`src/hw/rtl/i2r_pkg.sv`:
```
// Package for the integer to Roman numeral converter: types, constants and symbol tables.
package i2r_pkg;

    localparam logic [15:0] ROMAN_LIMIT = 16'd3999;
    localparam logic [2:0]  BIG_LAST_K  = 3'd6;

    typedef enum logic [1:0] {
        ST_IDLE,
        ST_SPLIT,
        ST_START,
        ST_EMIT
    } state_t;

    typedef enum logic [2:0] {
        SEG_SIGN,
        SEG_THOU,
        SEG_HUND,
        SEG_TENS,
        SEG_UNIT,
        SEG_NONE
    } seg_t;

    typedef struct packed {
        logic load;
        logic split;
        logic start;
        logic emit;
    } cmd_t;

    typedef struct packed {
        logic split_done;
        logic char_last;
    } sts_t;

    function automatic logic [7:0] roman_sym(input logic [2:0] idx);
        logic [7:0] sym;
        unique case (idx)
            3'd0:    sym = 8'h49; // I
            3'd1:    sym = 8'h56; // V
            3'd2:    sym = 8'h58; // X
            3'd3:    sym = 8'h4C; // L
            3'd4:    sym = 8'h43; // C
            3'd5:    sym = 8'h44; // D
            default: sym = 8'h4D; // M
        endcase
        return sym;
    endfunction

    function automatic logic [2:0] digit_len(input logic [3:0] d);
        logic [2:0] len;
        unique case (d) inside
            4'd1, 4'd5:       len = 3'd1;
            4'd2, 4'd4, 4'd6,
            4'd9:             len = 3'd2;
            4'd3, 4'd7:       len = 3'd3;
            4'd8:             len = 3'd4;
            default:          len = 3'd0;
        endcase
        return len;
    endfunction

    // Offset within a one/five/ten group for character k of a digit's pattern
    function automatic logic [1:0] digit_off(input logic [3:0] d, input logic [1:0] k);
        logic [1:0] off;
        off = 2'd0;
        if (k == 2'd0) begin
            unique case (d) inside
                4'd5, 4'd6, 4'd7, 4'd8: off = 2'd1;
                default:                off = 2'd0;
            endcase
        end
        else if (k == 2'd1) begin
            unique case (d) inside
                4'd4:    off = 2'd1;
                4'd9:    off = 2'd2;
                default: off = 2'd0;
            endcase
        end
        return off;
    endfunction

    function automatic logic [7:0] big_char(input logic [2:0] k);
        logic [7:0] ch;
        unique case (k)
            3'd0:    ch = 8'h42; // B
            3'd1:    ch = 8'h69; // i
            3'd2:    ch = 8'h67; // g
            3'd3:    ch = 8'h20; // space
            3'd4:    ch = 8'h6F; // o
            3'd5:    ch = 8'h6E; // n
            default: ch = 8'h65; // e
        endcase
        return ch;
    endfunction

endpackage

```
`src/hw/rtl/integer_to_roman_numeral.sv`:
```
// Top level of the integer to Roman numeral converter.
//
//  channel  valid      stall      payload
//  input    in_valid   in_stall   value (signed 16 bits)
//  output   out_valid  out_stall  char_code (8 bits), last
//
// An item of n characters (n from 1 to 16) takes a load step, four digit split
// steps through the shared compare/subtract unit, a start step, then one
// character per cycle into the output register while the output is not stalled.
// Reset clears the controller and the output valid flag; no clearing pass.
// A stalled output holds the character; the next input is taken once the
// last character is in the output register.
module integer_to_roman_numeral (
    input  logic               clk,
    input  logic               rst_n,
    input  logic               in_valid,
    output logic               in_stall,
    input  logic signed [15:0] value,
    output logic               out_valid,
    input  logic               out_stall,
    output logic [7:0]         char_code,
    output logic               last
);

    i2r_pkg::cmd_t cmd;
    i2r_pkg::sts_t sts;

    i2r_ctrl u_ctrl (
        .clk       (clk),
        .rst_n     (rst_n),
        .in_valid  (in_valid),
        .in_stall  (in_stall),
        .out_valid (out_valid),
        .out_stall (out_stall),
        .cmd       (cmd),
        .sts       (sts)
    );

    i2r_dp u_dp (
        .clk       (clk),
        .rst_n     (rst_n),
        .value     (value),
        .cmd       (cmd),
        .sts       (sts),
        .char_code (char_code),
        .last      (last)
    );

    a_busy_after_accept: assert property (@(posedge clk) disable iff (!rst_n)
        (in_valid && !in_stall) |=> in_stall)
        else $error("input taken while an item is in progress");

    a_idle_after_last: assert property (@(posedge clk) disable iff (!rst_n)
        (cmd.emit && sts.char_last) |=> (!in_stall && out_valid && last))
        else $error("controller not idle after final character");

    a_one_command: assert property (@(posedge clk) disable iff (!rst_n)
        $onehot0({cmd.load, cmd.split, cmd.start, cmd.emit}))
        else $error("more than one datapath command");

    a_empty_is_last: assert property (@(posedge clk) disable iff (!rst_n)
        (out_valid && (char_code == 8'd0)) |-> last)
        else $error("empty string marker without last");

endmodule

```
`src/hw/rtl/i2r_ctrl.sv`:
```
// Controller state machine and output valid flag for the Roman numeral converter.
module i2r_ctrl (
    input  logic          clk,
    input  logic          rst_n,
    input  logic          in_valid,
    output logic          in_stall,
    output logic          out_valid,
    input  logic          out_stall,
    output i2r_pkg::cmd_t cmd,
    input  i2r_pkg::sts_t sts
);

    i2r_pkg::state_t state_reg;
    i2r_pkg::state_t state_next;
    logic            out_valid_reg;
    logic            out_valid_next;
    logic            slot_free;

    assign slot_free = !out_valid_reg || !out_stall;
    assign in_stall  = (state_reg != i2r_pkg::ST_IDLE);
    assign out_valid = out_valid_reg;

    always_ff @(posedge clk or negedge rst_n)
    begin
        if (!rst_n)
        begin
            state_reg     <= i2r_pkg::ST_IDLE;
            out_valid_reg <= 1'b0;
        end
        else
        begin
            state_reg     <= state_next;
            out_valid_reg <= out_valid_next;
        end
    end

    always_comb
    begin
        state_next = state_reg;
        cmd        = '0;
        unique case (state_reg)
            i2r_pkg::ST_IDLE:
            begin
                if (in_valid)
                begin
                    cmd.load   = 1'b1;
                    state_next = i2r_pkg::ST_SPLIT;
                end
            end
            i2r_pkg::ST_SPLIT:
            begin
                cmd.split = 1'b1;
                if (sts.split_done)
                    state_next = i2r_pkg::ST_START;
            end
            i2r_pkg::ST_START:
            begin
                cmd.start  = 1'b1;
                state_next = i2r_pkg::ST_EMIT;
            end
            i2r_pkg::ST_EMIT:
            begin
                if (slot_free)
                begin
                    cmd.emit = 1'b1;
                    if (sts.char_last)
                        state_next = i2r_pkg::ST_IDLE;
                end
            end
            default:
                state_next = i2r_pkg::ST_IDLE;
        endcase

        if (cmd.emit)
            out_valid_next = 1'b1;
        else
            out_valid_next = out_valid_reg && out_stall;
    end

endmodule

```
`src/hw/rtl/i2r_dp.sv`:
```
// Datapath: magnitude capture, decimal digit split and character generation.
module i2r_dp (
    input  logic               clk,
    input  logic               rst_n,
    input  logic signed [15:0] value,
    input  i2r_pkg::cmd_t      cmd,
    output i2r_pkg::sts_t      sts,
    output logic [7:0]         char_code,
    output logic               last
);

    logic             neg_reg;
    logic             big_reg;
    logic             zero_reg;
    logic [11:0]      rem_reg;
    logic [11:0]      rem_next;
    logic [1:0]       pos_reg;
    logic [3:0]       dig_reg [4];
    i2r_pkg::seg_t    seg_reg;
    i2r_pkg::seg_t    seg_next;
    logic [2:0]       k_reg;
    logic [2:0]       k_next;
    logic [7:0]       char_code_reg;
    logic             last_reg;

    logic [15:0]      raw;
    logic [15:0]      mag;
    logic [13:0]      scale;
    logic [13:0]      rem_ext;
    logic [3:0]       dig;
    logic [13:0]      prod;
    logic [2:0]       seg_len [5];
    logic [4:0]       seg_ne;
    i2r_pkg::seg_t    first_seg;
    i2r_pkg::seg_t    after_seg;
    logic [2:0]       cur_len;
    logic [3:0]       cur_dig;
    logic [2:0]       sym_base;
    logic             cur_end;
    logic [7:0]       ch;
    logic             ch_last;

    function automatic i2r_pkg::seg_t first_from(input logic [2:0] start,
                                                 input logic [4:0] ne);
        i2r_pkg::seg_t res;
        res = i2r_pkg::SEG_NONE;
        for (int i = 4; i >= 0; i--)
        begin
            if ((3'(i) >= start) && ne[i])
                res = i2r_pkg::seg_t'(3'(i));
        end
        return res;
    endfunction

    assign raw = value;
    assign mag = raw[15] ? (~raw + 16'd1) : raw;

    // one decimal digit a cycle, thousands first
    always_comb
    begin
        unique case (pos_reg)
            2'd0:    scale = 14'd1000;
            2'd1:    scale = 14'd100;
            2'd2:    scale = 14'd10;
            default: scale = 14'd1;
        endcase
        rem_ext = {2'b00, rem_reg};
        dig     = 4'd0;
        for (int j = 1; j <= 9; j++)
        begin
            if (rem_ext >= 14'(14'(j) * scale))
                dig = 4'(j);
        end
        prod     = 14'(scale * {10'd0, dig});
        rem_next = 12'(rem_ext - prod);
    end

    always_comb
    begin
        seg_len[0] = {2'b00, neg_reg};
        seg_len[1] = dig_reg[0][2:0];
        seg_len[2] = i2r_pkg::digit_len(dig_reg[1]);
        seg_len[3] = i2r_pkg::digit_len(dig_reg[2]);
        seg_len[4] = i2r_pkg::digit_len(dig_reg[3]);
        for (int i = 0; i < 5; i++)
            seg_ne[i] = (seg_len[i] != 3'd0);
        first_seg = first_from(3'd0, seg_ne);
        after_seg = first_from(3'(seg_reg) + 3'd1, seg_ne);
    end

    always_comb
    begin
        cur_len  = 3'd0;
        cur_dig  = 4'd0;
        sym_base = 3'd0;
        unique case (seg_reg)
            i2r_pkg::SEG_SIGN: cur_len = seg_len[0];
            i2r_pkg::SEG_THOU: cur_len = seg_len[1];
            i2r_pkg::SEG_HUND:
            begin
                cur_len  = seg_len[2];
                cur_dig  = dig_reg[1];
                sym_base = 3'd4;
            end
            i2r_pkg::SEG_TENS:
            begin
                cur_len  = seg_len[3];
                cur_dig  = dig_reg[2];
                sym_base = 3'd2;
            end
            i2r_pkg::SEG_UNIT:
            begin
                cur_len  = seg_len[4];
                cur_dig  = dig_reg[3];
                sym_base = 3'd0;
            end
            default: cur_len = 3'd0;
        endcase
        cur_end = (k_reg == (cur_len - 3'd1));

        if (big_reg)
        begin
            ch      = i2r_pkg::big_char(k_reg);
            ch_last = (k_reg == i2r_pkg::BIG_LAST_K);
        end
        else if (zero_reg)
        begin
            ch      = 8'd0;
            ch_last = 1'b1;
        end
        else
        begin
            unique case (seg_reg)
                i2r_pkg::SEG_SIGN: ch = 8'h2D; // '-'
                i2r_pkg::SEG_THOU: ch = 8'h4D; // 'M'
                default:
                    ch = i2r_pkg::roman_sym(sym_base +
                         {1'b0, i2r_pkg::digit_off(cur_dig, k_reg[1:0])});
            endcase
            ch_last = cur_end && (after_seg == i2r_pkg::SEG_NONE);
        end

        seg_next = seg_reg;
        k_next   = k_reg;
        if (cmd.start)
        begin
            seg_next = first_seg;
            k_next   = 3'd0;
        end
        else if (cmd.emit)
        begin
            if (!big_reg && cur_end)
            begin
                seg_next = after_seg;
                k_next   = 3'd0;
            end
            else
                k_next = k_reg + 3'd1;
        end
    end

    assign sts.split_done = (pos_reg == 2'd3);
    assign sts.char_last  = ch_last;

    always_ff @(posedge clk or negedge rst_n)
    begin
        if (!rst_n)
        begin
            pos_reg <= 2'd0;
            seg_reg <= i2r_pkg::SEG_NONE;
            k_reg   <= 3'd0;
        end
        else
        begin
            seg_reg <= seg_next;
            k_reg   <= k_next;
            if (cmd.load)
                pos_reg <= 2'd0;
            else if (cmd.split)
                pos_reg <= pos_reg + 2'd1;
        end
    end

    always_ff @(posedge clk)
    begin
        if (cmd.load)
        begin
            neg_reg  <= raw[15];
            big_reg  <= (mag >= i2r_pkg::ROMAN_LIMIT);
            zero_reg <= (mag == 16'd0);
            rem_reg  <= mag[11:0];
        end
        else if (cmd.split)
        begin
            dig_reg[pos_reg] <= dig;
            rem_reg          <= rem_next;
        end
        if (cmd.emit)
        begin
            char_code_reg <= ch;
            last_reg      <= ch_last;
        end
    end

    assign char_code = char_code_reg;
    assign last      = last_reg;

endmodule

```
`config.mk`:
```
export PLATFORM = sky130hd
export DESIGN_NAME = integer_to_roman_numeral
export DESIGN_NICKNAME = d
export VERILOG_FILES = /design/src/hw/rtl/i2r_pkg.sv /design/src/hw/rtl/integer_to_roman_numeral.sv /design/src/hw/rtl/i2r_ctrl.sv /design/src/hw/rtl/i2r_dp.sv
export SDC_FILE = /design/constraint.sdc
export NUM_CORES = 1
export LEC_CHECK = 0
export ABC_AREA = 1
export BUFFER_PORTS_ARGS = -buffer_cell sky130_fd_sc_hd__buf_2
export CAP_MARGIN = 30
export CORE_MARGIN = 10
export CORE_UTILIZATION = 63
export CTS_BUF_LIST = sky130_fd_sc_hd__clkbuf_8
export CTS_CLUSTER_DIAMETER = 80
export CTS_CLUSTER_SIZE = 20
export DETAILED_ROUTE_END_ITERATION = 10
export GPL_TIMING_DRIVEN = 0
export PLACE_DENSITY = 0.84
export RECOVER_POWER = 25
export SLEW_MARGIN = 20
export SYNTH_ARGS = -nofsm -noshare
export SYNTH_HDL_FRONTEND = slang
export SYNTH_HIERARCHICAL = 1
export SYNTH_SLANG_ARGS = --single-unit
```
`constraint.sdc`:
```
create_clock -name clk -period 7.3 [get_ports clk]
set_input_delay 1.095 -clock clk [delete_from_list [all_inputs] [get_ports clk]]
set_output_delay 1.095 -clock clk [all_outputs]
set_load 0.1 [all_outputs]
```
# After elaboration in Yosys (flattened, before gate mapping)
# Memory sizes are Yosys's and may differ from the RTL's.
# Index checks and enable logic that the tools add are counted.
# Widths: inputs -> output; s select.
# op_classes
addsub	7
multipliers	6
n_div	0
order_cmp	15
n_eq_ne	61
shift	0
n_mux	66
n_bitwise	1
reduce_logical	40
# ops
op	n
$ge 12x14->1	5
$eq 4x3->1 const B	16
$mux 3	14
$pmux 7 s6	1
$pmux 3 s4	3
$eq 4x4->1 const B	8
$pmux 10 s3	1
$pmux 5 s6	1
$mux 4	7
$mul 3x10->13 const A	2
$eq 4x2->1 const B	6
$mul 2x10->12 const A	2
$mux 12	2
$mux 2	12
$eq 3x3->1 const B	7
$eq 3x2->1 const B	6
$add 16x1->16 const B	1
$ge 16x12->1 const B	1
$logic_not 16->1	1
$mux 1	16
$mux 16	1
$mux 8	2
$not 16->16	1
$pmux 8 s2	1
other kinds (37)	79
# totals
register_bits	35
latchBits	0
ramBits	16
rom_bits	0
out_inout_bits	11
elab_cells	208
n_memories	1
# memory_table
name	words	word_bits	rd	rd_clocked_by_memory_dff	write_ports	line_no	text
u_dp.dig_reg	4	4	4	0	1	i2r_dp.sv:18	logic [3:0] dig_reg [4];

# Logic depth before layout (Yosys ltp)
# Gate-level depths: netlist of the first run.
# An unclocked memory read counts as a cell.
# logic_depth
word_depth	18
depth_mapped	40
depth_no_buf	40

# Modules after synthesis
# Netlist of the first run, hierarchy kept.
# modules_own_cells
mod	instances	cells_each	area_per_inst_um2
i2r_dp	1	849	6212.2
i2r_ctrl	1	33	245.2

# Worst setup path before layout of the first run
# OpenSTA, ideal clock, no wires.
# synth_timing
path_type	register to register
startpoint	register u_dp.pos_reg[1]
endpoint	register u_dp.rem_reg[11] (data pin)
arrival_ns	5.623
required_ns	7.031
slack_ns	1.408
stages_incl_launch_ff	27
synth_period_minus_slack_ns	5.892
cell_sequence	dfrtp_1 -> inv_1 -> ha_1 -> nor2_1 -> ha_1 -> a21oi_1 -> o21ai_0 -> a311oi_1 -> and2_1 -> nand2_1 -> a21oi_4 -> inv_2 -> nor2_2 -> inv_2 -> fa_1 -> fa_1 -> inv_1 -> fa_1 -> inv_1 -> ha_1 -> a21oi_1 -> o31ai_1 -> a21oi_1 -> o21ai_0 -> or2_2 -> nand3_1 -> o21ai_0
# synth_lines
item	line_no	text
start, declared	i2r_dp.sv:17	logic [1:0] pos_reg;
start signal, assigned	i2r_dp.sv:180	pos_reg <= pos_reg + 2'd1;
$eq 2x2->1, or another cell as far along	i2r_dp.sv:61	unique case (pos_reg)
$pmux 10 s3 *	i2r_dp.sv:61	
$mul 2x10->12 / $ge 12x11->1 (equally long branches)	i2r_dp.sv:71	if (rem_ext >= 14'(14'(j) * scale))
$ge 12x14->1 / $mux 2 (equally long branches)	i2r_dp.sv:71	
$mux 4 (6 in series)	i2r_dp.sv:71	
$mux 4 *	i2r_dp.sv:71	
named net u_dp.dig[1]	i2r_dp.sv:30	logic [3:0] dig;
$mul 10x4->12 *	i2r_dp.sv:74	prod = 14'(scale * {10'd0, dig});
$sub 12x12->12 *	i2r_dp.sv:75	rem_next = 12'(rem_ext - prod);
$mux 12 *	i2r_dp.sv:193	else if (cmd.split)
$mux 12 *	i2r_dp.sv:186	if (cmd.load)
end signal, assigned	i2r_dp.sv:191	rem_reg <= mag[11:0];
end signal, assigned	i2r_dp.sv:196	rem_reg <= rem_next;
end, declared	i2r_dp.sv:15	logic [11:0] rem_reg;
# The timed path passes the listed nets; every way through them passes the cells marked *. The select of a mux whose other input is x is not followed.
# A chain may end at the register's enable or synchronous reset.

# Worst setup path in the final report of the first run
# Same ends and word-level chain as after synthesis.

==> metrics.yaml, run 1 <==
setup_path:
  reg2regPathDepth: 31
  critical_path_cell_count: 31
  worst_path_most_repeated_cell: "o21ai_0"
  critPathTopFamily: "adder cells"
  r2r_slack_ns: 0.51
  required_ns: 7.36
  worstSetupStartpointType: "flop"
  crit_type: "flop to flop"
  cp_max_fo: 13
  cp.arrival_ns: 6.85
  path_buf_inv: 7
  endpoint_kind: "flop"
  crit_slowest_cell: "dfrtp_4"
  worst_path_largest_cell_delay_ns: 0.56
floorplanning:
  coreArea_mm2: 0.00986
  io_pins: 31
  initial_utilization_pct: 65.5
  dieArea_mm2: 0.0147
  die_h_um: 121
  die_w_um: 121
  core.rowCount: 36
global_route:
  grt_start_max_net_pins: 16
  grt_pass1_wl_mm: 26.3
  grt_use_total_pct: 21.3
  grt_pass1_vias: 5744
  grt_overflow: 0
  antenna_found_initial: 0
timing:
  finalHoldViolCount: 0
  fmax_mhz: 147
  rsz0062_at_grt: "no"
  finalCritPeriodShare_pct: 93.1
  tns_ns: 0
  worst_pin_slew_ns: 0.615
  final-setup-viol-count: 0
  slew_headroom_pct: 59.0
  skew_ns: 0.0119
  maxSlewViolCount: 0
  min_period_ns: 6.79
logic_synthesis:
  ys_async_sr_fraction_pct: 22.4
  syn_area_per_cell_um2: 7.32
  synth_mux_area_share_pct: 0
  syn-num-nets: 1027
  ys_seq_area_share_pct: 22.0
  yosys-top-cells-count: "171 x nand2_1, 151 x inv_1, 104 x ha_1"
  synth_compound_area_share_pct: 13.6
  synth_top_area_share_pct: 20.2
  synth.most_common_cell: "nand2_1"
  yosys_warnings: 6
  synthXorXnorAreaFrac_pct: 3.12
  ys_seq_elements: 49
  synth_top_family_by_area: "adder cells"
  synth_area_mm2: 0.00646
  ys.flop_type: "edfxtp_1"
  synth_edf_count: 38
  synth_simple_gate_area_share_pct: 24.7
  synth.top_cells.by_area: "ha_1 20%, edfxtp_1 18%, nand2_1 9.9%"
  synthesis.instances: 882
  synth-adder-area-share_pct: 26.7
  synth_cell_types: 51
  yosysTopAreaCell: "ha_1"
worst_hold_path:
  hp-class: "flop to flop"
  min_delay_path_depth: 2
routing:
  drcViolationCount: 0
  drtIter0Drc: 560
  wirelength_mm: 15.5
  vias_per_cell: 5.64
  vias: 5941
  wl_per_cell_um: 14.7
  ant_nets: 0
  drt_pre_antenna_iters: 6
placement:
  gp_congestion: 0.985
  hpwl_mm: 12.6
  io_buffers: 29
cts:
  ctsLongestPathBuffers: 2
  clk_latency_ns: 0.31
  cts_tree: "built"
  cts.sinks: 49
  clk_pin_slew_ns: 0.10
  cts_htree_levels: 2
  root_buffer: "clkbuf_8"
  cts_buffers: 5
final_layout:
  largest_reg_flops: 15
  drive_above_1_share_pct: 8.15
  diodes: 0
  nets: 1064
  syn2layout_area_growth_pct: 6.39
outcome:
  status: "finished clean"
run:
  maxCapViolCount: 0
cell type report:
cell class | instances | area [um^2]
Buffer | 7 | 37.5
Clock buffer | 5 | 68.8
Clock inverter | 3 | 17.5
Fill cell | 832 | 2990
Inverter | 161 | 608
Multi-Input combinational cell | 665 | 4400
Sequential cell | 49 | 1420
Tap cell | 133 | 166
Timing Repair Buffer | 30 | 145
worst reg2reg max path, delay by kind of cell (launching register included):
family	cells	cell delay [ns]
adders and majority gates	6	2.38
DFF	1	0.56
AOI/OAI and AO/OA	7	1.24
buffers and inverters	7	0.85
and+or+nand+nor	11	1.52
what timing repair did:
item,CTS,global route
hold buffers,0,0
resized for setup,0,6
buffers inserted,0,0
setup endpoints to repair,0,4
endpoints found under the hold margin,0,0
worst paths after layout:
check / to / startpoint
max: u_dp/rem_reg[11]$_DFFE_PP_ / u_dp/pos_reg[1]$_DFFE_PN0P_
min: u_ctrl/out_valid$_DFF_PN0_ / u_ctrl/out_valid$_DFF_PN0_
max reg2reg: u_dp/rem_reg[11]$_DFFE_PP_ / u_dp/pos_reg[1]$_DFFE_PN0P_
min reg2reg: u_ctrl/out_valid$_DFF_PN0_ / u_ctrl/out_valid$_DFF_PN0_
max in group asynchronous: u_dp/pos_reg[1]$_DFFE_PN0P_ / rst_n
min in group asynchronous: u_dp/pos_reg[0]$_DFFE_PN0P_ / rst_n
placed cells by master (no fill, tap or decap), types with 2 or more instances in the layout:
cell type  synthesis  final
buf_4              3      3
or2_2              5      5
or2_1              2      2
a21oi_1           61     61
nand3_1           40     40
nor2_1            82     81
ha_2               0      2
nand2_1          171    171
xnor2_1           11     11
dfstp_2            2      2
dfrtp_1            9      8
o22ai_1            6      6
xor2_1            12     12
o21ai_0           54     54
a221oi_1           2      2
fa_1              21     21
edfxtp_1          38     38
o21a_1             2      2
o211ai_1           5      5
nor2_2             2      3
inv_2              9      9
clkbuf_1           4      8
o221ai_1           2      2
nor4_1             8      8
o31ai_1            4      4
nand4_1           17     17
buf_2              0     26
a311oi_1           2      2
nand2_2            9      9
nor3_1            16     16
clkbuf_8           0      5
and2_1             3      3
ha_1             104    102
nor3b_1            2      2
inv_1            151    151
o21bai_1           2      2
o21ai_1            3      3
a21oi_4            2      2
through the flow:
step / setup WS [ns] / cells / cell area [um^2] / hold WS [ns] / utilization, %
final: 0.506 / 1053 / 6870 / 0.541 / 69.6
after global routing: 0.0279 / 1053 / 6870 / 0.574 / 69.6
after CTS: 0.125 / 1052 / 6860 / 0.538 / 69.5
after detailed placement: 0.191 / 1044 / 6770 / 0.523 / 68.6
after global placement: 0.300 / 1044 / 6770 / 0.513 / 68.6
after floorplan: 1.41 / 882 / 6460 / 0.485 / -
metal layers:
metal | vias to the layer above | global-route usage (%) | wire length (um)
li1 | 2997 | - | -
met3 | 30 | 2.42 | 926
met4 | 0 | 6.78 | 349
met1 | 2727 | 27.3 | 6870
met2 | 187 | 36.6 | 7310
met5 | - | 0 | 0
logic make-up after synthesis:
group           after synthesis
compound gates              153
xor+xnor                     23
fa+ha+maj                   125
buf+inv                     168
flops                        49
other cells                   1
simple gates                363
Power of run 1 is left out: the tool's default activity adds up to more than one toggle a clock period on the data nets, which glitch-free logic cannot reach.
==> inputs of run 2 (changes only) <==
--- a/config.mk
+++ b/config.mk
@@ -6,7 +6,6 @@
 export NUM_CORES = 1
 export LEC_CHECK = 0
 export ABC_AREA = 1
-export BUFFER_PORTS_ARGS = -buffer_cell sky130_fd_sc_hd__buf_2
 export CAP_MARGIN = 30
 export CORE_MARGIN = 10
 export CORE_UTILIZATION = 63
@@ -14,8 +13,9 @@
 export CTS_CLUSTER_DIAMETER = 80
 export CTS_CLUSTER_SIZE = 20
 export DETAILED_ROUTE_END_ITERATION = 10
+export DONT_BUFFER_PORTS = 1
 export GPL_TIMING_DRIVEN = 0
-export PLACE_DENSITY = 0.84
+export PLACE_DENSITY = 0.82
 export RECOVER_POWER = 25
 export SLEW_MARGIN = 20
 export SYNTH_ARGS = -nofsm -noshare
==> run 2 against run 1 <==
Compared with the run above:
- via count rose by 1.5%
- cell count fell by 2.6%
- wire length rose by 9.7%
- first-iteration DRC count fell by 10%
- die area did not move
- worst hold slack got worse by 0.079 ns
- setup slack got worse by 0.0018 ns
- clock skew rose by 0.0061 ns
- maximum frequency barely moved
- critical path depth rose by 5
- flip-flop and latch count did not move
- critical endpoint is now u_dp/rem_reg[10]$_DFFE_PP_
- highest routed layer unchanged
==> metrics.yaml, run 2 (synthesis results as in run 1) <==
outcome:
  status: "finished clean"  # unchanged
final_layout:
  largest_reg_flops: 15  # unchanged
  multi_input_area_mm2: 0.00442  # was 0.00440 mm^2
  diodes: 0  # unchanged
  final_cell_mix: "171 x nand2_1, 149 x inv_1, 102 x ha_1"  # was 171 x nand2_1, 151 x inv_1, 102 x ha_1
  drive_above_1_share_pct: 6.05  # was 8.15%
  n_fill_cell: 818  # was 832
  syn2layout_area_growth_pct: 5.08  # was 6.39%
  nets: 1037  # was 1064
  ff_latch_area_mm2: 0.00142  # unchanged
  fin_cells: 1026  # was 1053
  layout_commonest_cell: "nand2_1"  # unchanged
worst_hold_path:
  hp-class: "primary input to asynchronous set/reset pin"  # was flop to flop
setup_path:
  crit_slowest_cell: "dfrtp_4"  # unchanged
  worst_path_largest_cell_delay_ns: 0.56  # about the same
  worst_path_most_repeated_cell: "nand2_1"  # was o21ai_0
  endpoint_kind: "flop"  # unchanged
  cp.arrival_ns: 6.88  # was 6.85 ns
  crit_type: "flop to flop"  # unchanged
  worstSetupStartpointType: "flop"  # unchanged
  required_ns: 7.38  # was 7.36 ns
  cp_max_fo: 13  # unchanged
floorplanning:
  core.rowCount: 36  # unchanged
  io_pins: 31  # unchanged
  initial_utilization_pct: 65.5  # unchanged
  die_h_um: 121  # unchanged
  die_w_um: 121  # unchanged
  dieArea_mm2: 0.0147  # unchanged
  coreArea_mm2: 0.00986  # unchanged
routing:
  drt_pre_antenna_iters: 5  # was 6
  wl_met3_mm: 1.16  # was 926 um
  wirelength_mm: 17.0  # was 15.5 mm
  ant_nets: 0  # unchanged
  vias: 6030  # was 5941
  vias_per_cell: 5.88  # was 5.64
  drtIter0Drc: 502  # was 560
  met2_length_mm: 8.20  # was 7.31 mm
  top_layer_used: "met4"  # unchanged
  drcViolationCount: 0  # unchanged
  wl_per_cell_um: 16.5  # was 14.7 um
  drt-met1-wl_mm: 7.08  # was 6.87 mm
placement:
  hpwl_mm: 13.9  # was 12.6 mm
  dp_worst_setup_slack_ns: -0.0623  # was 0.191 ns
  gp_congestion: 0.963  # was 0.985
  dp.cells: 1015  # was 1044
  io_buffers: 0  # was 29
global_route:
  grt_start_max_net_pins: 17  # was 16
  grt_overflow: 0  # unchanged
  grt_use_total_pct: 22.8  # was 21.3%
  grt_pass1_vias: 5786  # was 5744
  antenna_found_initial: 0  # unchanged
  grt_pass1_wl_mm: 27.5  # was 26.3 mm
timing:
  final-setup-viol-count: 0  # unchanged
  slew_headroom_pct: 38.1  # was 59.0%
  fmax_mhz: 147  # about the same
  finalCritPeriodShare_pct: 93.1  # about the same
  finalHoldViolCount: 0  # unchanged
  maxSlewViolCount: 0  # unchanged
  min_period_ns: 6.80  # was 6.79 ns
  skew_ns: 0.0180  # was 0.0119 ns
  worst_pin_slew_ns: 0.929  # was 0.615 ns
  rsz0062_at_grt: "no"  # unchanged
  fin_ws_ns: 0.504  # was 0.506 ns
cts:
  clk_pin_slew_ns: 0.10  # about the same
  cts_tree: "built"  # unchanged
  postCtsHoldBufs: 0  # unchanged
  cts_htree_levels: 2  # unchanged
  clk_latency_ns: 0.31  # about the same
  ctsLongestPathBuffers: 2  # unchanged
  cts_buffers: 5  # unchanged
  root_buffer: "clkbuf_8"  # unchanged
  cts.sinks: 49  # unchanged
run:
  maxCapViolCount: 0  # unchanged
[run 2: worst max-delay path, delay by kind of cell (launching register included)]
family                     cells  cell delay (ns)
AOI/OAI and AO/OA              9             1.50
adders and majority gates      6             2.23
buffers and inverters          4             0.64
DFF                            1             0.56
and+or+nand+nor               17             1.63
[run 2: what timing repair did]
action / CTS / global route
resized for setup: 1 / 8
setup endpoints to repair: 1 / 3
buffers inserted: 0 / 2
[run 2: through the flow]
| step | utilization, % | area [um^2] | TNS (ns) | hold slack [ns] |
|---|---|---|---|---|
| after CTS | 68.3 | 6740 | 0 | 0.454 |
| final | 68.8 | 6790 | 0 | 0.462 |
| after floorplan | - | 6460 | 0 | 0.485 |
| after detailed placement | 67.1 | 6620 | -0.0623 | 0.532 |
| after global routing | 68.8 | 6790 | 0 | 0.443 |
| after global placement | 67.1 | 6620 | 0 | 0.511 |
[run 2: per-layer routing]
layer / vias up / track usage (%)
met2: 247 / 39.7
met3: 38 / 3.21
met5: - / 0
met1: 2793 / 27.8
met4: 0 / 8.42
li1: 2952 / -
[run 2: area by class of cell]
cell class                      instances  area share (%)
Clock inverter                          3           0.645
Tap cell                              133            2.45
Clock buffer                            5            1.01
Timing Repair Buffer                    3           0.277
Buffer                                  7           0.553
Inverter                              161            9.02
Multi-Input combinational cell        665            65.1
Sequential cell                        49            21.0
[run 2: worst paths after layout]
kind                                              from                              end  slack (ns)  depth (start not counted)
setup / recovery           u_dp/pos_reg[1]$_DFFE_PN0P_       u_dp/rem_reg[10]$_DFFE_PP_        0.50                         36
hold / removal                                   rst_n  u_ctrl/state_reg[1]$_DFFE_PN0P_        0.46                          0
setup reg to reg           u_dp/pos_reg[1]$_DFFE_PN0P_       u_dp/rem_reg[10]$_DFFE_PP_        0.50                         36
hold reg to reg            u_dp/seg_reg[2]$_DFFE_PN1P_      u_dp/seg_reg[2]$_DFFE_PN1P_        0.55                          2
max in group asynchronous                        rst_n      u_dp/seg_reg[0]$_DFFE_PN1P_        6.65                          0
min in group clk           u_dp/seg_reg[2]$_DFFE_PN1P_      u_dp/seg_reg[2]$_DFFE_PN1P_        0.55                          2
Power of run 2 is left out for the same reason.
==> inputs of run 3 (changes only) <==
==> constraint.sdc (replaced) <==
create_clock -name clk -period 7.37 [get_ports clk]
set_input_delay 1.1055 -clock clk [delete_from_list [all_inputs] [get_ports clk]]
set_output_delay 1.1055 -clock clk [all_outputs]
set_load 0.1 [all_outputs]
==> run 3 against run 2 <==
Compared with the run above:
- cell count unchanged
- critical path depth down 8
- utilization down 0.13 points
- worst hold slack better by 0.0099 ns
- critical endpoint is now u_dp/rem_reg[11]$_DFFE_PP_
- largest cell class unchanged
==> metrics.yaml, run 3 (synthesis results as in run 1) <==
outcome:
  status: "finished clean"  # unchanged
setup_path:
  endpoint_kind: "flop"  # unchanged
  cp.arrival_ns: 6.95  # was 6.88 ns
  worst_path_most_repeated_cell: "inv_1"  # was nand2_1
  crit_type: "flop to flop"  # unchanged
  crit_slowest_cell: "dfrtp_2"  # was dfrtp_4
  cp_max_fo: 13  # unchanged
  worst_path_largest_cell_delay_ns: 0.56  # about the same
  required_ns: 7.42  # was 7.38 ns
  worstSetupStartpointType: "flop"  # unchanged
final_layout:
  layout_commonest_cell: "nand2_1"  # unchanged
  syn2layout_area_growth_pct: 4.88  # was 5.08%
  n_fill_cell: 818  # unchanged
  final_cell_mix: "171 x nand2_1, 150 x inv_1, 102 x ha_1"  # was 171 x nand2_1, 149 x inv_1, 102 x ha_1
  largest_reg_flops: 15  # unchanged
  nets: 1037  # unchanged
  drive_above_1_share_pct: 5.82  # was 6.05%
  diodes: 0  # unchanged
floorplanning:
  dieArea_mm2: 0.0147  # unchanged
  coreArea_mm2: 0.00986  # unchanged
  die_w_um: 121  # unchanged
  core.rowCount: 36  # unchanged
  die_h_um: 121  # unchanged
  initial_utilization_pct: 65.5  # unchanged
  io_pins: 31  # unchanged
global_route:
  grt_use_met3_pct: 3.21  # unchanged
  grt_overflow: 0  # unchanged
  grt_start_max_net_pins: 17  # unchanged
  antenna_found_initial: 0  # unchanged
  top_usage_layer: "met2"  # unchanged
  grt_pass1_wl_mm: 27.5  # about the same
  grt_use_total_pct: 22.8  # about the same
  met1_usage_pct: 27.8  # unchanged
  grt_pass1_vias: 5787  # was 5786
  met2_usage_pct: 39.8  # was 39.7%
placement:
  dp_worst_setup_slack_ns: 0.00765  # was -0.0623 ns
  io_buffers: 0  # unchanged
  gp_congestion: 0.963  # unchanged
  hpwl_mm: 13.9  # unchanged
timing:
  final-setup-viol-count: 0  # unchanged
  slew_headroom_pct: 38.0  # was 38.1%
  fmax_mhz: 145  # was 147 MHz
  tns_ns: 0  # unchanged
  rsz0062_at_grt: "no"  # unchanged
  min_period_ns: 6.90  # was 6.80 ns
  fin_ws_ns: 0.471  # was 0.504 ns
  finalCritPeriodShare_pct: 93.6  # was 93.1%
  worst_pin_slew_ns: 0.929  # about the same
  maxSlewViolCount: 0  # unchanged
  finalHoldViolCount: 0  # unchanged
  skew_ns: 0.0176  # was 0.0180 ns
cts:
  root_buffer: "clkbuf_8"  # unchanged
  ctsLongestPathBuffers: 2  # unchanged
  cts.sinks: 49  # unchanged
  cts_htree_levels: 2  # unchanged
  cts_tree: "built"  # unchanged
  postCtsHoldBufs: 0  # unchanged
  cts_buffers: 5  # unchanged
  clk_pin_slew_ns: 0.10  # about the same
  clk_latency_ns: 0.31  # about the same
routing:
  drt_pre_antenna_iters: 6  # was 5
  drcViolationCount: 0  # unchanged
  drtIter0Drc: 548  # was 502
  wirelength_mm: 17.0  # about the same
  vias: 6038  # was 6030
  vias_per_cell: 5.88  # about the same
  wl_per_cell_um: 16.6  # was 16.5 um
  ant_nets: 0  # unchanged
worst_hold_path:
  hp-class: "primary input to asynchronous set/reset pin"  # unchanged
run:
  maxCapViolCount: 0  # unchanged
==> run 3: cell count changes in the layout (fill, tap and decap cells not counted) <==
| cell | previous run | this run |
|---|---|---|
| dfrtp_2 | 0 | 1 |
| dfrtp_4 | 1 | 0 |
| clkinvlp_4 | 2 | 1 |
| inv_1 | 149 | 150 |
| nor4_2 | 1 | 0 |
| nor4_1 | 7 | 8 |
==> run 3: through the flow <==
stage / utilization, % / std cells / cell area, um^2 / hold WS, ns
finish: 68.7 / 1026 / 6770 / 0.472
global route: 68.7 / 1026 / 6770 / 0.453
CTS: 68.3 / 1023 / 6740 / 0.465
detailed placement: 67.1 / 1015 / 6620 / 0.532
global placement: 67.1 / 1015 / 6620 / 0.511
floorplan: - / 882 / 6460 / 0.485
==> run 3: critical path: cells and delay by family, from the launching register on <==
| family | cells | cell delay, ns |
|---|---|---|
| AOI/OAI and AO/OA | 5 | 1.21 |
| adders and majority gates | 6 | 2.54 |
| buffers and inverters | 8 | 0.92 |
| DFF | 1 | 0.56 |
| and+or+nand+nor | 9 | 1.39 |
==> run 3: metal layers <==
metal	wire [um]	up-vias
met5	0	-
met4	527	0
met3	1160	43
met2	8250	270
met1	7070	2776
li1	-	2949
==> run 3: path summary, 6_finish.rpt <==
kind	from	endpoint	slack [ns]	cells past startpoint
hold / removal	rst_n	u_ctrl/state_reg[1]$_DFFE_PN0P_	0.47	0
setup reg to reg	u_dp/pos_reg[1]$_DFFE_PN0P_	u_dp/rem_reg[11]$_DFFE_PP_	0.47	28
setup / recovery	u_dp/pos_reg[1]$_DFFE_PN0P_	u_dp/rem_reg[11]$_DFFE_PP_	0.47	28
min in group clk	u_ctrl/state_reg[1]$_DFFE_PN0P_	u_ctrl/state_reg[1]$_DFFE_PN0P_	0.56	2
hold reg to reg	u_ctrl/state_reg[1]$_DFFE_PN0P_	u_ctrl/state_reg[1]$_DFFE_PN0P_	0.56	2
max in group asynchronous	rst_n	u_dp/seg_reg[0]$_DFFE_PN1P_	6.71	0
==> run 3: repair_timing <==
item                                    in CTS  in global routing
setup buffers                                0                  2
endpoints found under the setup margin       0                  4
gates resized for setup                      0                  6
==> run 3: area by class of cell <==
class | count | area, um^2 | share of cell area (%)
multi-input combinational | 665 | 4410 | 65.1
sequential | 49 | 1420 | 21.0
inverter | 161 | 608 | 8.98
tap | 133 | 166 | 2.46
clock buffer | 5 | 68.8 | 1.02
clock inverter | 3 | 43.8 | 0.647
buffer | 7 | 37.5 | 0.554
timing repair buffer | 3 | 18.8 | 0.277
Power of run 3 is left out for the same reason.
